[config.mk]
export PLATFORM = sky130hd
export DESIGN_NAME = bpa_mod_unit
export DESIGN_NICKNAME = d
export VERILOG_FILES = /design/src/hw/rtl/bpa_pkg.sv /design/src/hw/rtl/bpa_mod_unit.sv
export SDC_FILE = /design/constraint.sdc
export NUM_CORES = 1
export LEC_CHECK = 0
export ABC_AREA = 1
export BUFFER_PORTS_ARGS = -buffer_cell sky130_fd_sc_hd__buf_2
export CAP_MARGIN = 40
export CORE_MARGIN = 3
export CORE_UTILIZATION = 57
export CTS_BUF_LIST = sky130_fd_sc_hd__clkbuf_4 sky130_fd_sc_hd__clkbuf_8 sky130_fd_sc_hd__clkbuf_16
export DETAILED_ROUTE_END_ITERATION = 8
export GPL_ROUTABILITY_DRIVEN = 0
export GPL_TIMING_DRIVEN = 0
export PLACE_DENSITY = 0.84
export SYNTH_ARGS = -nofsm -noshare
export SYNTH_HDL_FRONTEND = slang
export SYNTH_SLANG_ARGS = --single-unit
[constraint.sdc]
create_clock -name clock -period 4.2 [get_ports clock]
set_input_delay 0.84 -clock clock [delete_from_list [all_inputs] [get_ports clock]]
set_output_delay 0.84 -clock clock [all_outputs]
set_load 0.03 [all_outputs]
[src/hw/rtl/bpa_pkg.sv]
// bpa_pkg: shared types and constants of the bitmap page allocator
// no dependencies; used by the channel interfaces, the top level and its parts

package bpa_pkg;

   localparam int OP_W     = 2;
   localparam int FIRST_W  = 16;
   localparam int COUNT_W  = 17;
   localparam int STATUS_W = 2;
   localparam int INDEX_W  = 16;
   localparam int LIMIT_W  = 17;

   localparam logic [COUNT_W-1:0] COUNT_MAX = '1;

   typedef enum logic [OP_W-1:0] {
      OP_ALLOC   = 2'd0,
      OP_FREE    = 2'd1,
      OP_ADD     = 2'd2,
      OP_RESERVE = 2'd3
   } op_type;

   typedef enum logic [STATUS_W-1:0] {
      STS_DONE   = 2'd0,
      STS_NO_FIT = 2'd1,
      STS_REJECT = 2'd2,
      STS_UNUSED = 2'd3
   } status_type;

endpackage

[src/hw/rtl/bpa_mod_unit.sv]
// bpa_mod_unit: iterative restoring remainder of the 16-bit hint by the page limit
// one dividend bit per cycle; depends on bpa_pkg

module bpa_mod_unit
   import bpa_pkg::*;
#(
   parameter int PW = 18
) (
   input  logic               clock,
   input  logic               reset,
   input  logic               start,
   input  logic [FIRST_W-1:0] dividend,
   input  logic [PW-1:0]      divisor,
   output logic               done,
   output logic [PW-1:0]      remainder
);

   localparam int CW = $clog2(FIRST_W + 1);

   logic [PW-1:0]      rem_ff, rem_in, shifted;
   logic [FIRST_W-1:0] sh_ff;
   logic [CW-1:0]      cnt_ff;
   logic               busy_ff;
   logic               done_ff;

   always_comb begin
      shifted = {rem_ff[PW-2:0], sh_ff[FIRST_W-1]};
      rem_in  = (shifted >= divisor) ? shifted - divisor : shifted;
   end

   always_ff @(posedge clock) begin
      if (reset) begin
         busy_ff <= 1'b0;
         done_ff <= 1'b0;
         cnt_ff  <= '0;
      end else begin
         done_ff <= 1'b0;
         if (start) begin
            busy_ff <= 1'b1;
            rem_ff  <= '0;
            sh_ff   <= dividend;
            cnt_ff  <= CW'(FIRST_W);
         end else if (busy_ff) begin
            rem_ff <= rem_in;
            sh_ff  <= {sh_ff[FIRST_W-2:0], 1'b0};
            cnt_ff <= cnt_ff - 1'b1;
            if (cnt_ff == CW'(1)) begin
               busy_ff <= 1'b0;
               done_ff <= 1'b1;
            end
         end
      end
   end

   assign done      = done_ff;
   assign remainder = rem_ff;

endmodule

==> metrics.txt <==
# TYPE chip_impl_metric gauge
chip_impl_info{name="run_status",value="completed"} 1
chip_impl_metric{name="detail_route.wl_per_cell",unit="µm"} 12.0
chip_impl_metric{name="detailedRoute.firstIterationViolations",unit=""} 162
chip_impl_info{name="synth.most_common_cell",value="sky130_fd_sc_hd__nand2_1"} 1
chip_impl_metric{name="worst_ep_required_time",unit="ns"} 4.26
chip_impl_metric{name="gr-usage-met3",unit=""} 0.0460
chip_impl_metric{name="cts_hold_buf",unit=""} 0
chip_impl_metric{name="preCtsSetupSlack",unit="ns"} 1.28
chip_impl_metric{name="flip_flop_and_latch_count_after_synthesis",unit=""} 41
chip_impl_info{name="tritoncts",value="done"} 1
chip_impl_metric{name="final_net_count",unit=""} 573
chip_impl_metric{name="detailroute.via_count",unit=""} 2929
chip_impl_metric{name="filler_cell_count",unit=""} 463
chip_impl_metric{name="worst_ep_arrival_time",unit="ns"} 2.67
chip_impl_metric{name="synthesis.nets",unit=""} 511
chip_impl_metric{name="drt_drc_violations_left",unit=""} 0
chip_impl_metric{name="fin_skew",unit="ns"} 0.00811
chip_impl_metric{name="synth_sequential_area_ratio",unit=""} 0.367
chip_impl_metric{name="die_w",unit="µm"} 80.6
chip_impl_metric{name="cts.sinks",unit=""} 41
chip_impl_metric{name="grt_pass1_vias",unit=""} 2748
chip_impl_info{name="synth.largest_area_cell",value="sky130_fd_sc_hd__edfxtp_1"} 1
chip_impl_info{name="grt_busiest_layer",value="met2"} 1
chip_impl_metric{name="critical_path.max_stage_delay",unit="ns"} 0.40
chip_impl_metric{name="drt_pre_antenna_iters",unit=""} 5
chip_impl_metric{name="maxClockFrequency",unit="MHz"} 383
chip_impl_info{name="clk_root_buffer_cell",value="sky130_fd_sc_hd__clkbuf_8"} 1
chip_impl_metric{name="ir_drop",unit="V"} 0.000227
chip_impl_metric{name="final-seq-area",unit="µm²"} 1160
chip_impl_info{name="critical_path_cell_by_cell",value="buf_2 -> ha_1 -> fa_1 -> inv_1 -> nand2_1 -> nand3_2 -> nand2_2 -> nand2_2 -> nand2_4 -> nand2_4 -> buf_2 -> nand2_1 -> nand2_1 -> nor2_1"} 1
chip_impl_info{name="timing.critical_path.from_type",value="primary input"} 1
chip_impl_metric{name="final-max-slew-violation-count",unit=""} 0
chip_impl_metric{name="finalSetupViolCount",unit=""} 0
chip_impl_metric{name="die_height",unit="µm"} 80.6
chip_impl_metric{name="core_area",unit="µm²"} 5240
chip_impl_metric{name="layout_setup_ws",unit="ns"} 1.59
chip_impl_info{name="yosys-top-cells-area",value="sky130_fd_sc_hd__edfxtp_1, sky130_fd_sc_hd__nand2_1, sky130_fd_sc_hd__inv_1"} 1
chip_impl_metric{name="synth_largest_type_area_fraction",unit=""} 0.322
chip_impl_metric{name="post_cts_setup_driven_buffer_insertion_count",unit=""} 0
chip_impl_metric{name="initial_utilization",unit=""} 0.605
chip_impl_metric{name="cts.clk_slew.worst_paths",unit="ns"} 0.08
chip_impl_metric{name="clock_path_buffers",unit=""} 2
chip_impl_metric{name="synth_area",unit="µm²"} 3170
chip_impl_metric{name="cts_max_level",unit=""} 2
chip_impl_metric{name="num_io_pins",unit=""} 56
chip_impl_metric{name="min_period",unit="ns"} 2.61
chip_impl_metric{name="clkLatencyLatePin",unit="ns"} 0.30
chip_impl_metric{name="global_route_wire_length_before_repair",unit="µm"} 11900
chip_impl_info{name="grt_setup_unrepaired",value="false"} 1
chip_impl_metric{name="maxCapViolations",unit=""} 0
chip_impl_metric{name="number_of_cells_produced_by_synthesis",unit=""} 453
chip_impl_metric{name="design.die.area",unit="µm²"} 6490
chip_impl_metric{name="postSynthAreaPerCell",unit="µm²"} 6.99
chip_impl_metric{name="largest_net_degree_at_the_start_of_global_routing",unit=""} 22
chip_impl_metric{name="synth_edf_count",unit=""} 34
chip_impl_metric{name="hold_violations",unit=""} 0
chip_impl_metric{name="max_slew.worst_pin.slew",unit="ns"} 0.579
chip_impl_metric{name="port-buffer-count",unit=""} 54
chip_impl_metric{name="multi_input_gate_area_in_the_final_layout",unit="µm²"} 1670
chip_impl_metric{name="power.static_leakage",unit="nW"} 2.02
chip_impl_metric{name="number_of_cells_upsized_or_downsized_after_cts",unit=""} 0
chip_impl_metric{name="groute.layer.met2.usage",unit=""} 0.401
chip_impl_metric{name="routed_wirelength",unit="µm"} 7020
chip_impl_metric{name="crit_fanout",unit=""} 10
chip_impl_metric{name="std_cell_rows",unit=""} 26
chip_impl_metric{name="grt_antenna_before_repair",unit=""} 0
chip_impl_info{name="timing.critical_path.to_type",value="flop"} 1
chip_impl_metric{name="avgViaCountPerCell",unit=""} 5.00
chip_impl_info{name="cp_common_cell",value="sky130_fd_sc_hd__nand2_1"} 1
chip_impl_metric{name="yosys_warnings",unit=""} 0
chip_impl_metric{name="period_share",unit=""} 0.621
chip_impl_metric{name="headroom_to_the_max_slew_limit",unit=""} 0.613
chip_impl_metric{name="hpwlAfterDp",unit="µm"} 5450
chip_impl_metric{name="grt_remaining_overflow",unit=""} 0
chip_impl_metric{name="synth_async_sr_flop_share",unit=""} 0
chip_impl_metric{name="netlist-cell-type-count",unit=""} 31
chip_impl_metric{name="detail-route-antenna-nets",unit=""} 0
chip_impl_info{name="critPathSlowestCell",value="sky130_fd_sc_hd__fa_1"} 1
chip_impl_metric{name="power.density",unit="nW/µm²"} 331
chip_impl_metric{name="syn2layout_area_growth",unit="%"} 15.4
chip_impl_metric{name="final_core_util",unit=""} 0.698
chip_impl_info{name="hp-class",value="reg -> reg"} 1
chip_impl_metric{name="gr-usage-met1",unit=""} 0.291
chip_impl_metric{name="antenna-diode-count",unit=""} 0
chip_impl_metric{name="layout-drive-gt1-share",unit=""} 0.188
chip_impl_metric{name="grt_use_total",unit=""} 0.234
chip_impl_metric{name="final.hold.worst_slack",unit="ns"} 0.515
chip_impl_metric{name="cts-buffers-inserted",unit=""} 5
chip_impl_info{name="worstSetupPathType",value="in -> reg"} 1
chip_impl_info{name="dominantRegCellSynth",value="sky130_fd_sc_hd__edfxtp_1"} 1
chip_impl_info{name="leading_post_synthesis_cells_by_instance_count",value="sky130_fd_sc_hd__nand2_1, sky130_fd_sc_hd__inv_1, sky130_fd_sc_hd__nor2_1, sky130_fd_sc_hd__edfxtp_1, sky130_fd_sc_hd__ha_1"} 1
[layout make-up]
type                       instances  area share
tap                               70      0.0240
clock inverter                     2     0.00411
buffer                             8      0.0161
clock buffer                       6      0.0209
inverter                          77      0.0791
timing repair buffer              55      0.0815
multi-input combinational        327       0.457
sequential                        41       0.318
[layout by cell type, fill, tap and decap left out, drive strengths merged]
cell type / n
edfxtp: 34
clkinvlp: 2
clkinv: 1
nand2: 190
inv: 76
a31oi: 1
nor3: 7
nand3: 14
nor2: 52
fa: 1
xor2: 5
dfxtp: 7
o21ai: 4
ha: 20
a21oi: 14
buf: 58
and3: 1
a211oi: 1
xnor2: 4
a21boi: 1
nand3b: 12
clkbuf: 11
[report_power, final]
part | total [mW] | switching, mW | leakage, nW | internal [mW]
logic | 0.432 | 0.274 | 1.59 | 0.158
registers | 0.501 | 0.0200 | 0.388 | 0.481
clock network | 0.278 | 0.154 | 0.0408 | 0.124
total | 1.21 | 0.448 | 2.02 | 0.763
[kinds of logic (layout without fill, tap and decap cells)]
family / Yosys count / count (layout) / synth area share
simple gates: 276 / 276 / 0.375
buf+inv: 85 / 148 / 0.110
flops: 41 / 41 / 0.367
fa+ha+maj: 21 / 21 / 0.0853
compound gates: 21 / 21 / 0.0387
xor+xnor: 9 / 9 / 0.0249
[worst max-delay path: cells and delay by family]
kind	cells	cell delay (ns)
buf+inv	3	0.44
fa+ha+maj	2	0.63
simple gates	9	0.75
[metrics by stage]
stage	std cells	instance area [µm²]	power (mW)	TNS (ns)
final	586	3660	1.21	0
after detailed placement	578	3560	0.938	0
after global routing	586	3660	1.29	0
after floorplan	453	3170	0.832	0
after CTS	586	3660	1.21	0
after global placement	577	3530	0.921	-12.27
[final timing paths]
| kind | from | to | slack [ns] | depth (start not counted) |
|---|---|---|---|---|
| worst min register to register | cnt_ff[1]$_SDFFE_PP0P_ | cnt_ff[1]$_SDFFE_PP0P_ | 0.51 | 2 |
| worst max register to register | remainder[12]$_SDFFCE_PP0P_ | remainder[14]$_SDFFCE_PP0P_ | 1.82 | 11 |
| worst max-delay path | divisor[0] | remainder[14]$_SDFFCE_PP0P_ | 1.59 | 14 |
| worst min-delay path | cnt_ff[1]$_SDFFE_PP0P_ | cnt_ff[1]$_SDFFE_PP0P_ | 0.51 | 2 |
[metal layers]
metal | share of wire | up-vias
li1 | - | 1516
met5 | 0 | -
met4 | 0.018 | 0
met3 | 0.061 | 12
met2 | 0.49 | 95
met1 | 0.43 | 1306
[state kept, by name, summed over array words and instances (netlist names)]
register	count
busy_ff	1
cnt_ff	5
done	1
remainder	18
sh_ff	16
Note: power is estimated with default switching activity, not from simulation.
